===== src/rtl/sbsl_pkg.sv =====
// Shared types and constants for the sparse bitmap stream loader.
package sbsl_pkg;

  // Bits covered by one node of the sparse bitmap.
  localparam int unsigned NODE_BITS = 64;
  localparam logic [31:0] NODE_BITS_W = 32'(NODE_BITS);
  localparam logic [31:0] ALIGN_MASK  = 32'(NODE_BITS - 1);

  // Result status codes.
  localparam logic [3:0] ST_NODE      = 4'd0;
  localparam logic [3:0] ST_DONE      = 4'd1;
  localparam logic [3:0] ST_BADSIZE   = 4'd2;
  localparam logic [3:0] ST_HIGHALIGN = 4'd3;
  localparam logic [3:0] ST_STARTALGN = 4'd4;
  localparam logic [3:0] ST_BEYOND    = 4'd5;
  localparam logic [3:0] ST_NULLMAP   = 4'd6;
  localparam logic [3:0] ST_ORDER     = 4'd7;
  localparam logic [3:0] ST_TRUNC     = 4'd8;

  typedef struct packed {
    logic [3:0]  status;
    logic [31:0] start_bit;
    logic [63:0] node_map;
    logic [31:0] high_bit;
    logic [31:0] node_index;
  } sbsl_result_t;

endpackage


===== src/rtl/sparse_bitmap_stream_loader_top.sv =====
// Sparse bitmap stream loader: parses and checks header/node words; emits nodes and statuses.
// Results are registered: an accepted word's result (if any) enters the output register, or
//   the skid register while the output is stalled.
// Throughput: one word per cycle unless stalled; parser state updates when a word is taken.
// A two-entry result buffer (output register plus skid register) absorbs one result while the
//   result side stalls; in_stall is driven only by the skid register.
// Reset (rst_n low, synchronous): parser waits for the first header word, buffers empty.
module sparse_bitmap_stream_loader_top (
  input  logic        clk,
  input  logic        rst_n,
  input  logic        in_valid,
  output logic        in_stall,
  input  logic [31:0] in_data_word,
  input  logic        in_stream_end,
  output logic        out_valid,
  input  logic        out_stall,
  output logic [3:0]  out_status,
  output logic [31:0] out_start_bit,
  output logic [63:0] out_node_map,
  output logic [31:0] out_high_bit,
  output logic [31:0] out_node_index
);
  import sbsl_pkg::*;

  // Parser phases, in stream order.
  typedef enum logic [2:0] {
    PH_SIZE,   // waiting for map size word
    PH_HIGH,   // high bit word
    PH_COUNT,  // node count word; header checks happen here
    PH_START,  // node start bit
    PH_MAPLO,  // low word of node map
    PH_MAPHI,  // high word of node map; node is emitted here
    PH_DONE    // last node emitted, done pending on next word
  } phase_t;

  // Parser state.
  phase_t      phase_r, phase_nxt;
  logic        size_ok_r, size_ok_nxt;
  logic [31:0] high_r, high_nxt;
  logic [31:0] count_r, count_nxt;
  logic [31:0] taken_r, taken_nxt;
  logic [31:0] prev_r, prev_nxt;
  logic        have_prev_r, have_prev_nxt;
  logic [31:0] cur_r, cur_nxt;
  logic [31:0] lo_r, lo_nxt;

  // Result buffer: main output register and skid register.
  logic         out_valid_r, out_valid_nxt;
  sbsl_result_t out_res_r, out_res_nxt;
  logic         skid_valid_r, skid_valid_nxt;
  sbsl_result_t skid_res_r, skid_res_nxt;

  logic         accept;
  logic         produce;
  sbsl_result_t res;
  logic [31:0]  taken_inc;
  logic [63:0]  full_map;
  logic         take;

  // The skid register only fills while the output is stalled, so stalling on it
  // guarantees room for whatever the next word produces.
  assign in_stall  = skid_valid_r;
  assign accept    = in_valid && !in_stall;
  assign taken_inc = taken_r + 32'd1;
  assign full_map  = {in_data_word, lo_r};
  assign take      = out_valid_r && !out_stall;

  // Parser: one word in, at most one result out.
  always_comb begin
    phase_nxt     = phase_r;
    size_ok_nxt   = size_ok_r;
    high_nxt      = high_r;
    count_nxt     = count_r;
    taken_nxt     = taken_r;
    prev_nxt      = prev_r;
    have_prev_nxt = have_prev_r;
    cur_nxt       = cur_r;
    lo_nxt        = lo_r;
    produce       = 1'b0;
    // Done and error results carry zero start and map; header and count as they stand.
    res.status     = ST_DONE;
    res.start_bit  = '0;
    res.node_map   = '0;
    res.high_bit   = high_r;
    res.node_index = taken_r;

    if (accept) begin
      if (phase_r == PH_DONE || phase_r == PH_SIZE) begin
        // Pending done goes out; the same word may open the next frame.
        produce   = (phase_r == PH_DONE);
        res.status = ST_DONE;
        phase_nxt = PH_SIZE;
        if (!in_stream_end) begin
          size_ok_nxt   = (in_data_word == NODE_BITS_W);
          high_nxt      = '0;
          count_nxt     = '0;
          taken_nxt     = '0;
          prev_nxt      = '0;
          have_prev_nxt = 1'b0;
          cur_nxt       = '0;
          lo_nxt        = '0;
          phase_nxt     = PH_HIGH;
        end
      end else if (in_stream_end) begin
        produce    = 1'b1;
        res.status = ST_TRUNC;
        phase_nxt  = PH_SIZE;
      end else begin
        case (phase_r)
          PH_HIGH: begin
            high_nxt  = in_data_word;
            phase_nxt = PH_COUNT;
          end
          PH_COUNT: begin
            count_nxt = in_data_word;
            phase_nxt = PH_SIZE;
            produce   = 1'b1;
            if (!size_ok_r) begin
              res.status = ST_BADSIZE;
            end else if (high_r == '0) begin
              res.status = ST_DONE;
            end else if ((high_r & ALIGN_MASK) != '0) begin
              res.status = ST_HIGHALIGN;
            end else if (in_data_word == '0) begin
              res.status = ST_DONE;
            end else begin
              produce   = 1'b0;
              phase_nxt = PH_START;
            end
          end
          PH_START: begin
            produce   = 1'b1;
            phase_nxt = PH_SIZE;
            if ((in_data_word & ALIGN_MASK) != '0) begin
              res.status = ST_STARTALGN;
            end else if (in_data_word > (high_r - NODE_BITS_W)) begin
              res.status = ST_BEYOND;  // high minus node size wraps as in 32-bit arithmetic
            end else begin
              produce   = 1'b0;
              cur_nxt   = in_data_word;
              phase_nxt = PH_MAPLO;
            end
          end
          PH_MAPLO: begin
            lo_nxt    = in_data_word;
            phase_nxt = PH_MAPHI;
          end
          PH_MAPHI: begin
            produce = 1'b1;
            if (full_map == '0) begin
              res.status = ST_NULLMAP;
              phase_nxt  = PH_SIZE;
            end else if (have_prev_r && (cur_r <= prev_r)) begin
              res.status = ST_ORDER;
              phase_nxt  = PH_SIZE;
            end else begin
              res.status    = ST_NODE;
              res.start_bit = cur_r;
              res.node_map  = full_map;
              prev_nxt      = cur_r;
              have_prev_nxt = 1'b1;
              taken_nxt     = taken_inc;
              phase_nxt     = (taken_inc >= count_r) ? PH_DONE : PH_START;
            end
          end
          default: begin
            phase_nxt = PH_SIZE;
          end
        endcase
      end
    end
  end

  // Result buffer steering.
  always_comb begin
    out_valid_nxt  = out_valid_r;
    out_res_nxt    = out_res_r;
    skid_valid_nxt = skid_valid_r;
    skid_res_nxt   = skid_res_r;
    if (!out_valid_r || take) begin
      if (skid_valid_r) begin
        // No word is accepted while the skid is full, so nothing new arrives here.
        out_valid_nxt  = 1'b1;
        out_res_nxt    = skid_res_r;
        skid_valid_nxt = 1'b0;
      end else begin
        out_valid_nxt = produce;
        out_res_nxt   = res;
      end
    end else if (produce) begin
      skid_valid_nxt = 1'b1;
      skid_res_nxt   = res;
    end
  end

  always_ff @(posedge clk) begin
    if (!rst_n) begin
      phase_r      <= PH_SIZE;
      size_ok_r    <= 1'b0;
      high_r       <= '0;
      count_r      <= '0;
      taken_r      <= '0;
      prev_r       <= '0;
      have_prev_r  <= 1'b0;
      cur_r        <= '0;
      lo_r         <= '0;
      out_valid_r  <= 1'b0;
      skid_valid_r <= 1'b0;
    end else begin
      phase_r      <= phase_nxt;
      size_ok_r    <= size_ok_nxt;
      high_r       <= high_nxt;
      count_r      <= count_nxt;
      taken_r      <= taken_nxt;
      prev_r       <= prev_nxt;
      have_prev_r  <= have_prev_nxt;
      cur_r        <= cur_nxt;
      lo_r         <= lo_nxt;
      out_valid_r  <= out_valid_nxt;
      skid_valid_r <= skid_valid_nxt;
    end
    out_res_r  <= out_res_nxt;
    skid_res_r <= skid_res_nxt;
  end

  assign out_valid      = out_valid_r;
  assign out_status     = out_res_r.status;
  assign out_start_bit  = out_res_r.start_bit;
  assign out_node_map   = out_res_r.node_map;
  assign out_high_bit   = out_res_r.high_bit;
  assign out_node_index = out_res_r.node_index;

  // Skid only ever backs up a full output register.
  a_skid_behind_out: assert property (@(posedge clk) disable iff (!rst_n)
    skid_valid_r |-> out_valid_r)
    else $error("skid register full while output register empty");

  // Done is only pending after at least the declared number of nodes.
  a_done_after_nodes: assert property (@(posedge clk) disable iff (!rst_n)
    (phase_r == PH_DONE) |-> (have_prev_r && (taken_r >= count_r)))
    else $error("done pending without all nodes taken");

  // An emitted node never carries an empty map.
  a_node_map_nonzero: assert property (@(posedge clk) disable iff (!rst_n)
    (out_valid_r && (out_res_r.status == ST_NODE)) |-> (out_res_r.node_map != '0))
    else $error("node result with zero map");

  // Node count and previous-start flag move together.
  a_prev_tracks_count: assert property (@(posedge clk) disable iff (!rst_n)
    !have_prev_r |-> (taken_r == '0))
    else $error("nodes counted without a previous start");

endmodule

===== config.mk =====
export PLATFORM = sky130hd
export DESIGN_NAME = sparse_bitmap_stream_loader_top
export DESIGN_NICKNAME = d
export VERILOG_FILES = /design/src/rtl/sbsl_pkg.sv /design/src/rtl/sparse_bitmap_stream_loader_top.sv
export SDC_FILE = /design/constraint.sdc
export NUM_CORES = 1
export LEC_CHECK = 0
export ABC_CLOCK_PERIOD_IN_PS = 45600
export BUFFER_PORTS_ARGS = -buffer_cell sky130_fd_sc_hd__buf_2
export CAP_MARGIN = 5
export CORE_ASPECT_RATIO = 2
export CORE_MARGIN = 1.5
export CORE_UTILIZATION = 50
export DETAILED_ROUTE_END_ITERATION = 10
export PLACE_DENSITY_LB_ADDON = 0.12
export SYNTH_ARGS = -nofsm -noshare
export SYNTH_HDL_FRONTEND = slang
export SYNTH_SLANG_ARGS = --single-unit

===== constraint.sdc =====
create_clock -name clk -period 45.6 [get_ports clk]
set_input_delay 9.12 -clock clk [delete_from_list [all_inputs] [get_ports clk]]
set_output_delay 9.12 -clock clk [all_outputs]
set_load 0.01 [all_outputs]

==> results of run 1 <==
==> state kept, by name, indices dropped and copies added, names as in the netlist <==
register / cells
out_node_map: 64
cur_r: 32
high_r: 32
size_ok_r: 1
skid_res_r: 164
out_valid: 1
out_status: 4
out_high_bit: 32
count_r: 32
have_prev_r: 1
phase_r: 3
lo_r: 32
out_node_index: 32
in_stall: 1
out_start_bit: 32
prev_r: 32
taken_r: 32
==> per-layer routing <==
metal	routed length (um)	vias to the layer above	track usage
li1	-	7342	-
met5	9	-	0
met4	3550	2	0.139
met3	2530	148	0.0255
met2	34000	470	0.505
met1	23900	7715	0.308
==> final timing paths <==
path	startpoint	endpoint	slack [ns]	depth (start not counted)
setup / recovery	in_data_word[27]	skid_res_r[154]	32.99	11
hold / removal	count_r[4]	count_r[4]	0.46	2
setup reg to reg	high_r[8]	skid_res_r[154]	39.27	16
hold reg to reg	count_r[4]	count_r[4]	0.46	2
==> synthesized netlist by cell type (all sizes together) (18+ instances only) <==
cell    number
mux2        57
nand4       28
xnor2       42
nor4        25
nand3      124
inv         76
and2       106
o21ai       35
ha          98
nor2        79
a22o        58
a21oi      133
edfxtp     328
dfxtp      199
nand2      156
clkbuf      86
nor3        28
buf         18
a22oi       33
a21o       111
==> worst register-to-register path, stage by stage, from the launching register on <==
cell and delay (ns):
dfxtp_1 0.38, or3_1 0.45, nor3b_1 0.42, nand2_1 0.28, or4_1 0.51, nor4_1 0.39
xnor2_1 0.14, ha_1 0.29, nand4_1 0.13, nor4_1 0.74, o31ai_1 0.22, nand4_1 0.16
a31o_2 0.19, nand2_1 0.12, nor2_4 0.12, buf_4 0.65, buf_4 0.73
==> report_power, final <==
part	internal, uW	leakage (uW)	total, uW	switching, uW
sequential	505	0.00534	508	3.02
clock	209	0.000711	387	178
combinational	14.4	0.00523	49.3	34.9
==> logic make-up (layout without fill, tap and decap cells) <==
group                    count (synthesis)  count (layout)  share of synthesized area
AND/OR/NAND/NOR                        600             600                      0.136
AO/OA/AOI/OAI                          405             405                      0.121
buffers and inverters                  181             380                     0.0323
flip-flops                             527             527                      0.609
XOR/XNOR                                51              51                     0.0197
adder cells (fa/ha/maj)                 98              98                     0.0540
multiplexers                            57              57                     0.0283
==> metrics by stage <==
step	cells	worst slack [ns]	hold WS (ns)	utilization	cell area, um^2
after CTS	2678	32.98	0.458	0.571	25600
after global routing	2678	32.80	0.476	0.571	25600
after global placement	2594	32.42	0.443	0.539	24200
final	2678	32.99	0.457	0.571	25600
after detailed placement	2594	32.41	0.449	0.539	24200
after floorplan	1919	23.26	0.406	-	22700
==> placed cells by master, fill, tap and decap left out, drive strengths merged, types with 33 or more instances in the layout <==
cell | Yosys | final
a22o | 58 | 58
nor2 | 79 | 79
a21o | 111 | 111
nand3 | 124 | 124
a21oi | 133 | 133
inv | 76 | 79
ha | 98 | 98
clkbuf | 86 | 63
a22oi | 33 | 33
nand2 | 156 | 156
and2 | 106 | 106
edfxtp | 328 | 328
o21ai | 35 | 35
buf | 18 | 219
xnor2 | 42 | 42
mux2 | 57 | 57
dfxtp | 199 | 199
==> final cells by class <==
type,count,area (um^2),area share
Clock buffer,63,1230,0.0482
Clock inverter,21,220,0.00859
Inverter,77,292,0.0114
Multi-Input combinational cell,1211,8200,0.320
Sequential cell,527,13800,0.540
Tap cell,560,701,0.0273
Timing Repair Buffer,219,1140,0.0444
==> run summary, run 1 <==
CTS Buffer Depth = 3
H-Tree Depth = 2
fillers = 3,804
total CTS buffers = 45
library cells used by synthesis = 65
CP Class = in -> reg
slowest CP cell = nor4_1
Nets = 2,216
critical-path cell list = buf_2 > ha_1 > nand4_1 > nor4_1 > o31ai_1 > nand4_1 > a31o_2 > nand2_1 > nor2_4 > buf_4 > buf_4
DR vias = 15,677
overflow left after global routing = 0
PostCTS Resize Cnt = 0
clk_skew = 0.0170 ns
share of the synthesized area in the top cell type = 0.434
layout cells sized above 1 = 0.194
Hold Fails Final Rpt = 0
#FFs+latches synth = 527
total wire length = 64,000 um
Die X = 154 um
Worst-path clk slew = 0.06 ns
maximum vdd ir drop = 48.2 uV
Worst Hold Class = reg -> reg
Achievable Freq = 79.3 MHz
clk sinks = 527
Root Buffer = clkbuf_16
Ports = 203
Rel. slew slack = 0.139
Tmin final = 12.61 ns
Die Area = 46,800 um^2
post-layout power = 944 uW
number of routed nets with antenna violations = 0
GRT Total Usage = 0.273
Setup Buffers After CTS = 0
outcome = finished, final reports clean
vias in the first global route = 15,592
Starting Density = 0.506
WL/cell = 23.9 um
worst-skew pair later-pin latency = 0.58 ns
EDFF count, synth = 328
startpoint types = input pin
unrepaired setup endpoints after global routing = no
Worst Path Arrival = 12.81 ns
FFs w/ async S/R, synth = 0
maxcap violations = 0
Final setup viols = 0
first-pass GRT wire length = 95,500 um
Cells after Synth = 1,919
power per standard cell area = 36.9 nW/um^2
setup tns final = 0 ns
Final Max Slew Viols = 0
Worst Path Max Fanout = 62
Die H = 304 um
area grow syn2layout = 12.9%
sequential area share after synthesis = 0.609
Slew @ Worst Pin = 1.29 ns
Synth Area per Inst = 11.8 um^2
RD Place Congestion = 0.915
Top Family by Delay on Critical Path = buffers and inverters
Synth area leader = edfxtp_1
max incr delay on CP = 0.74 ns
Final HPWL DP = 45,600 um
Synth area leaders = edfxtp_1 43%, dfxtp_1 18%, ha_1 5.4%
Tcrit/Tclk final = 0.276
# diodes = 0
Synth Net Count = 2,054
Via density = 5.85
synthesized cell area = 22,700 um^2
CTS tree = built
Worst EP required = 45.81 ns
ys flop type = edfxtp_1
DRC violations left = 0
num rows = 110
PortBufs = 202
hold buffers post-CTS = 0
Static Leak = 0.0113 uW
largest net degree at the start of global routing = 106
YS warnings = 0
Core ar. = 44,900 um^2
CP bufs+invs = 3
critical path endpoint category = flop
DR pass1 iterations = 5
Iter 0 DRT Violations = 869
antenna violations before repair = 1
No activity file was read; power rests on OpenSTA's default activity.
==> inputs of run 2 (changes only) <==
--- a/config.mk
+++ b/config.mk
@@ -5,7 +5,7 @@
 export SDC_FILE = /design/constraint.sdc
 export NUM_CORES = 1
 export LEC_CHECK = 0
-export ABC_CLOCK_PERIOD_IN_PS = 45600
+export ABC_CLOCK_PERIOD_IN_PS = 10410
 export BUFFER_PORTS_ARGS = -buffer_cell sky130_fd_sc_hd__buf_2
 export CAP_MARGIN = 5
 export CORE_ASPECT_RATIO = 2
==> constraint.sdc (replaced) <==
create_clock -name clk -period 10.41 [get_ports clk]
set_input_delay 2.082 -clock clk [delete_from_list [all_inputs] [get_ports clk]]
set_output_delay 2.082 -clock clk [all_outputs]
set_load 0.01 [all_outputs]
==> run 2 against run 1 <==
  * Register-to-register slack worse by 35 ns
  * Via count fell by 0.38%
  * Die area unchanged
  * Hold slack is essentially flat
  * Critical path depth rose by 5
  * Setup slack got worse by 29 ns
  * Utilization increased by 0.28 points
  * Combinational power rose to 4.5 times the previous value
  * Critical path type is now reg -> reg
  * Sequential power grew to 4.4 times the previous value
  * Cell count unchanged
  * Clock-buffer cell count shrank 5
==> run summary, run 2 (same netlist as run 1, synthesis figures left out) <==
outcome = finished, final reports clean
Die X = 154 um (unchanged)
instance area after placement = 24,300 um^2 (+0.49%)
DR pass1 iterations = 5 (unchanged)
Hold Fails Final Rpt = 0 (unchanged)
placed cells = 2,594 (unchanged)
critical path endpoint category = flop
DRC violations left = 0 (unchanged)
Static Leak = 0.0113 uW (-0.13%)
layout cells sized above 1 = 0.198 (+0.00482)
Finished Layout Cells = 2,678 (unchanged)
maximum vdd ir drop = 133 uV (+180%)
total wire length = 64,300 um (+0.45%)
CP Class = reg -> reg
Design Area, Final = 25,800 um^2 (+0.49%)
Final Max Slew Viols = 0 (unchanged)
PortBufs = 202 (unchanged)
DR vias = 15,617 (-0.38%)
Die H = 304 um (unchanged)
H-Tree Depth = 2 (unchanged)
hold buffers post-CTS = 0 (unchanged)
Top reg by flops = skid_res_r
Iter 0 DRT Violations = 919 (+5.8%)
Worst Path Arrival = 6.15 ns (-6.66 ns)
area taken by multi-input logic gates = 8320 um^2 (+1.4%)
WL/cell = 24.0 um (+0.45%)
overflow left after global routing = 0 (unchanged)
Reg area = 13,800 um^2 (unchanged)
Worst Hold Class = reg -> reg
vias in the first global route = 15,552 (-0.26%)
first-pass GRT wire length = 96,000 um (+0.52%)
Worst EP required = 10.59 ns (-35.22 ns)
Final setup viols = 0 (unchanged)
clk sinks = 527 (unchanged)
commonest non-fill, non-tap cell in the layout = edfxtp_1
unrepaired setup endpoints after global routing = no
num rows = 110 (unchanged)
most frequent cells in the layout = 328 x edfxtp_1, 202 x buf_2, 198 x dfxtp_1
startpoint types = flop
Core ar. = 44,900 um^2 (unchanged)
fillers = 3,789 (-0.39%)
worst-skew pair later-pin latency = 0.57 ns (about the same)
GRT Total Usage = 0.274 (+0.00189)
area grow syn2layout = 13.4%
Tcrit/Tclk final = 0.573
Worst-path clk slew = 0.07 ns (about the same)
setup tns final = 0 ns (unchanged)
clk_skew = 0.0214 ns (+0.00435 ns)
Starting Density = 0.506 (unchanged)
Rel. slew slack = 0.161 (+0.0223)
Tmin final = 5.97 ns
Setup Buffers After CTS = 0 (unchanged)
number of routed nets with antenna violations = 0 (unchanged)
power per standard cell area = 161 nW/um^2 (+340%)
PostCTS Resize Cnt = 0 (unchanged)
RD Place Congestion = 0.976 (+6.6%)
Slew @ Worst Pin = 1.26 ns (-0.0335 ns)
worst hold margin = 0.457 ns (-0.000488 ns)
CTS tree = built
Achievable Freq = 168 MHz
largest net degree at the start of global routing = 106 (unchanged)
total CTS buffers = 45 (unchanged)
Worst Path Max Fanout = 65 (+4.8%)
Die Area = 46,800 um^2 (unchanged)
antenna violations before repair = 1 (unchanged)
Largest register FFs = 164 (unchanged)
Nets = 2,216 (unchanged)
CTS Buffer Depth = 3 (unchanged)
maxcap violations = 0 (unchanged)
Root Buffer = clkbuf_16
Via density = 5.83 (-0.38%)
Final HPWL DP = 45,900 um (+0.64%)
Ports = 203 (unchanged)
-- run 2: cell types whose count changed in the layout (fill, tap and decap cells not counted), sizes merged --
cell and delta:
diode +1, clkbuf -5, clkinv +1, bufinv +1, clkinvlp +1, inv +1
-- run 2: critical path, stage by stage, from the launching register on --
cell     delay (ns)
dfxtp_1        0.37
or3_1          0.46
nor3b_1        0.40
nand2_1        0.22
or4_1          0.52
nor4_1         0.27
xnor2_1        0.12
ha_1           0.28
nand4_1        0.14
nor4_1         0.78
o31ai_1        0.20
nand4_1        0.16
a31o_2         0.17
nand2_1        0.11
nor2_4         0.15
buf_4          0.42
buf_4          0.74
-- run 2: worst paths after layout --
kind                from              end  slack (ns)  cells after the start
min          count_r[13]      count_r[13]        0.46                      2
min reg2reg  count_r[13]      count_r[13]        0.46                      2
max reg2reg    high_r[8]  skid_res_r[129]        4.44                     16
max            high_r[8]  skid_res_r[129]        4.44                     16
-- run 2: report_power, final --
| part | internal [uW] | switching [uW] | leakage [uW] |
|---|---|---|---|
| clock | 935 | 762 | 0.000711 |
| sequential | 2210 | 13.3 | 0.00533 |
| combinational | 65.8 | 155 | 0.00523 |
| total | 3210 | 930 | 0.0113 |
-- run 2: metal layers --
metal / global-route usage / wire length, um / up-vias
li1: - / - / 7357
met1: 0.300 / 23300 / 7610
met4: 0.186 / 4800 / 0
met3: 0.0282 / 2670 / 155
met2: 0.496 / 33500 / 495
met5: 0 / 0 / -
-- run 2: final cells by class --
class / instances / area share
diodes: 1 / 0.0000972
clock buffers: 58 / 0.0476
clock inverters: 25 / 0.00918
inverters: 77 / 0.0113
multi-input cells: 1211 / 0.323
flip-flops and latches: 527 / 0.537
well taps: 560 / 0.0272
repair buffers: 219 / 0.0442
-- run 2: through the flow --
| stage | util | power (uW) | worst slack, ns |
|---|---|---|---|
| 5_1_grt | 0.574 | 4270 | 4.12 |
| 3_3_place_gp | 0.541 | 2490 | 4.51 |
| 4_1_cts | 0.574 | 4180 | 4.41 |
| 2_1_floorplan | - | 2400 | -0.510 |
| 6_report | 0.574 | 4140 | 4.44 |
| 3_5_place_dp | 0.541 | 2490 | 4.43 |
==> inputs of run 3 (changes only) <==
--- a/config.mk
+++ b/config.mk
@@ -5,7 +5,8 @@
 export SDC_FILE = /design/constraint.sdc
 export NUM_CORES = 1
 export LEC_CHECK = 0
-export ABC_CLOCK_PERIOD_IN_PS = 10410
+export ABC_AREA = 1
+export ABC_CLOCK_PERIOD_IN_PS = 5790
 export BUFFER_PORTS_ARGS = -buffer_cell sky130_fd_sc_hd__buf_2
 export CAP_MARGIN = 5
 export CORE_ASPECT_RATIO = 2
==> constraint.sdc (replaced) <==
create_clock -name clk -period 5.79 [get_ports clk]
set_input_delay 1.158 -clock clk [delete_from_list [all_inputs] [get_ports clk]]
set_output_delay 1.158 -clock clk [all_outputs]
set_load 0.01 [all_outputs]
==> run 3 against run 2 <==
  * Sequential cell count did not move
  * Via count rose by 15%
  * Routed wire length fell by 2.1%
  * Synthesized cell count rose by 35%
  * Maximum frequency rose by 33%
  * Utilization fell by 0.51 points
  * Die area rose by 6.6%
  * Power rose by 87%
==> run summary, run 3 <==
vias in the first global route = 16,514 (+6.2%)
reg2reg end = skid_res_r[50]
maxcap violations = 0 (unchanged)
number of routed nets with antenna violations = 0 (unchanged)
Post-Synth Adder-Cell Area = 0.0506 (-0.00341)
Achievable Freq = 223 MHz (+33%)
CP startpoint = high_r[6]
Iter 0 DRT Violations = 1,411 (+54%)
share of the synthesized area in the top cell type = 0.406 (-0.0274)
Hold Fails Final Rpt = 0 (unchanged)
most frequent cell after synthesis = nand2_1
fillers = 4,332 (+14%)
GRT Total Usage = 0.255 (-0.0196)
overflow left after global routing = 0 (unchanged)
setup slack, reg-to-reg = 1.30 ns (-3.14 ns)
Via density = 5.28 (-9.4%)
Ports = 203 (unchanged)
Worst-path clk slew = 0.07 ns (about the same)
outcome = finished, final reports clean
Setup Buffers After CTS = 0 (unchanged)
FFs w/ async S/R, synth = 0 (unchanged)
DR pass1 iterations = 5 (unchanged)
Synth Area in Simple Gates = 0.187 (+0.0515)
mux contribution to synthesized area = 0 (-0.0283)
Synth area leader = edfxtp_1
post-layout util = 0.569 (-0.00513)
maximum vdd ir drop = 303 uV (+130%)
#FFs+latches synth = 527 (unchanged)
Tcrit/Tclk final = 0.775 (+0.202)
Final setup viols = 0 (unchanged)
CTS Buffer Depth = 3 (unchanged)
hold path endpoint = cur_r[0]
critical path endpoint category = flop
Top reg by flops = skid_res_r
hold path depth = 2 (unchanged)
Static Leak = 0.0114 uW (+1.3%)
CTS tree = built
startpoint types = flop
worst hold margin = 0.456 ns (-0.000746 ns)
Worst Path Arrival = 4.75 ns (-1.40 ns)
largest net degree at the start of global routing = 95 (-10%)
Die H = 314 um (+3.3%)
antenna violations before repair = 1 (unchanged)
most frequent cells in the layout = 521 x nand2_1, 328 x edfxtp_1, 272 x inv_1
commonest non-fill, non-tap cell in the layout = nand2_1
DR vias = 18,015 (+15%)
switching share of power = 0.226 (+0.00175)
Die Area = 49,900 um^2 (+6.6%)
Rel. slew slack = 0.182 (+0.0211)
Sequential Power Share = 0.519 (-0.018)
synthesized cell area = 24,200 um^2 (+6.7%)
Final Max Slew Viols = 0 (unchanged)
area grow syn2layout = 12.8%
first-pass GRT wire length = 96,100 um (about the same)
combinational family with the most area after synthesis = simple AND/OR/NAND/NOR gates
Worst Hold Launch = cur_r[0]
clk sinks = 527 (unchanged)
Worst EP required = 6.05 ns (-4.54 ns)
Largest register FFs = 164 (unchanged)
CP Class = reg -> reg
R2R Path Start = high_r[6]
pre-CTS WS = 1.37 ns (-3.06 ns)
RD Place Congestion = 0.902 (-7.6%)
unrepaired setup endpoints after global routing = no
Root Buffer = clkbuf_16
Slew @ Worst Pin = 1.22 ns (-0.0362 ns)
library cells used by synthesis = 39 (-40%)
reg2reg path depth = 23 (+7)
Synth Area per Inst = 9.36 um^2 (-21%)
XOR/XNOR share of the synthesized area = 0.0184 (-0.00124)
synth cell count leaders = 524 x nand2_1, 328 x edfxtp_1, 275 x inv_1, 241 x nor2_1, 233 x a21oi_1
worst-skew pair later-pin latency = 0.59 ns (+0.02 ns)
Synth Net Count = 2,725 (+33%)
EDFF count, synth = 328 (unchanged)
PortBufs = 202 (unchanged)
Cells after Synth = 2,590 (+35%)
clk_skew = 0.0197 ns (-0.00169 ns)
internal power = 5990 uW (+86%)
setup slack after layout = 1.30 ns (-3.14 ns)
Starting Density = 0.504 (-0.00186)
ys flop type = edfxtp_1
Worst Path Max Fanout = 39 (-40%)
Nets = 2,868 (+29%)
Final HPWL DP = 43,400 um (-5.6%)
sequential area share after synthesis = 0.571 (-0.0385)
Core ar. = 48,100 um^2 (+7.1%)
hold buffers post-CTS = 0 (unchanged)
Worst Hold Class = reg -> reg
WL/cell = 18.5 um (-23%)
# diodes = 0 (-1)
layout cells sized above 1 = 0.145 (-0.0530)
Die X = 159 um (+3.3%)
PostCTS Resize Cnt = 0 (unchanged)
Psw = 1750 uW (+88%)
Clock power frac = 0.435 (+0.026)
H-Tree Depth = 2 (unchanged)
compound-cell area share of the yosys netlist = 0.101 (-0.0200)
num rows = 114 (+3.6%)
Comb pwr share = 0.047 (-0.006)
YS warnings = 0 (unchanged)
Tmin final = 4.49 ns (-1.48 ns)
total wire length = 62,900 um (-2.1%)
power per standard cell area = 283 nW/um^2 (+76%)
total CTS buffers = 46 (+2.2%)
DRC violations left = 0 (unchanged)
Synth area leaders = edfxtp_1 41%, dfxtp_1 16%, nand2_1 8.1%
-- run 3: power by group through the flow --
stage / clock network (uW) / registers [uW] / logic [uW]
floorplan: 0 / 4110 / 211
global placement: 0 / 4100 / 357
detailed placement: 0 / 4100 / 360
CTS: 3430 / 4020 / 361
global route: 3540 / 4020 / 399
finish: 3370 / 4020 / 361
-- run 3: cell families (layout without fill, tap and decap cells) --
| logic type | count (synthesis) | after routing |
|---|---|---|
| compound gates | 458 | 458 |
| flops | 527 | 527 |
| simple gates | 1037 | 1037 |
| xor+xnor | 51 | 51 |
| buf+inv | 419 | 600 |
| fa+ha+maj | 98 | 98 |
-- run 3: how the worst max path moves through the flow --
stage	cells after the start	endpoint	slack [ns]
finish	23	skid_res_r[50]	1.30
floorplan	22	skid_res_r[0]	-4.40
CTS	23	skid_res_r[142]	1.32
detailed placement	23	skid_res_r[11]	1.37
global placement	23	skid_res_r[11]	1.38
global route	23	skid_res_r[47]	0.93
-- run 3: critical path, cell delays in order, from the launching register on --
cell and delay (ns):
dfxtp_1 0.34, inv_2 0.09, nand3_2 0.09, nor3_2 0.16, nand2_1 0.17, nor3_2 0.29, nand4_1 0.20, nand3b_1 0.23
nor2_1 0.13, xor2_1 0.09, ha_1 0.29, nand2_1 0.07, nor2_1 0.13, nand2_1 0.09, nor4_2 0.27, nand2_1 0.09
nand2_1 0.09, nand2_1 0.08, nand2_1 0.09, nand2_1 0.08, nand3_1 0.11, nand2_1 0.11, nor2_4 0.49, buf_12 0.31
-- run 3: cell type report --
type,count,area (um^2),share of cell area
flip-flops and latches,527,13800,0.506
multi-input cells,1644,8710,0.319
clock buffers,54,1260,0.0463
well taps,638,798,0.0292
clock inverters,32,387,0.0141
repair buffers,226,1250,0.0459
inverters,288,1090,0.0397
-- run 3: routing by layer --
layer	vias up	GRT usage	routed length, um
met1	8465	0.357	28400
li1	8960	-	-
met5	-	0	8
met3	82	0.0255	2960
met4	2	0.0952	2310
met2	506	0.409	29300
-- run 3: stage by stage --
stage,total power [uW],cells,TNS [ns],cell area (um^2)
after CTS,7810,3409,0,27300
after global placement,4460,3323,0,25700
final,7750,3409,0,27300
after floorplan,4320,2590,-722.09,24300
after detailed placement,4460,3323,0,25700
after global routing,7960,3409,0,27300
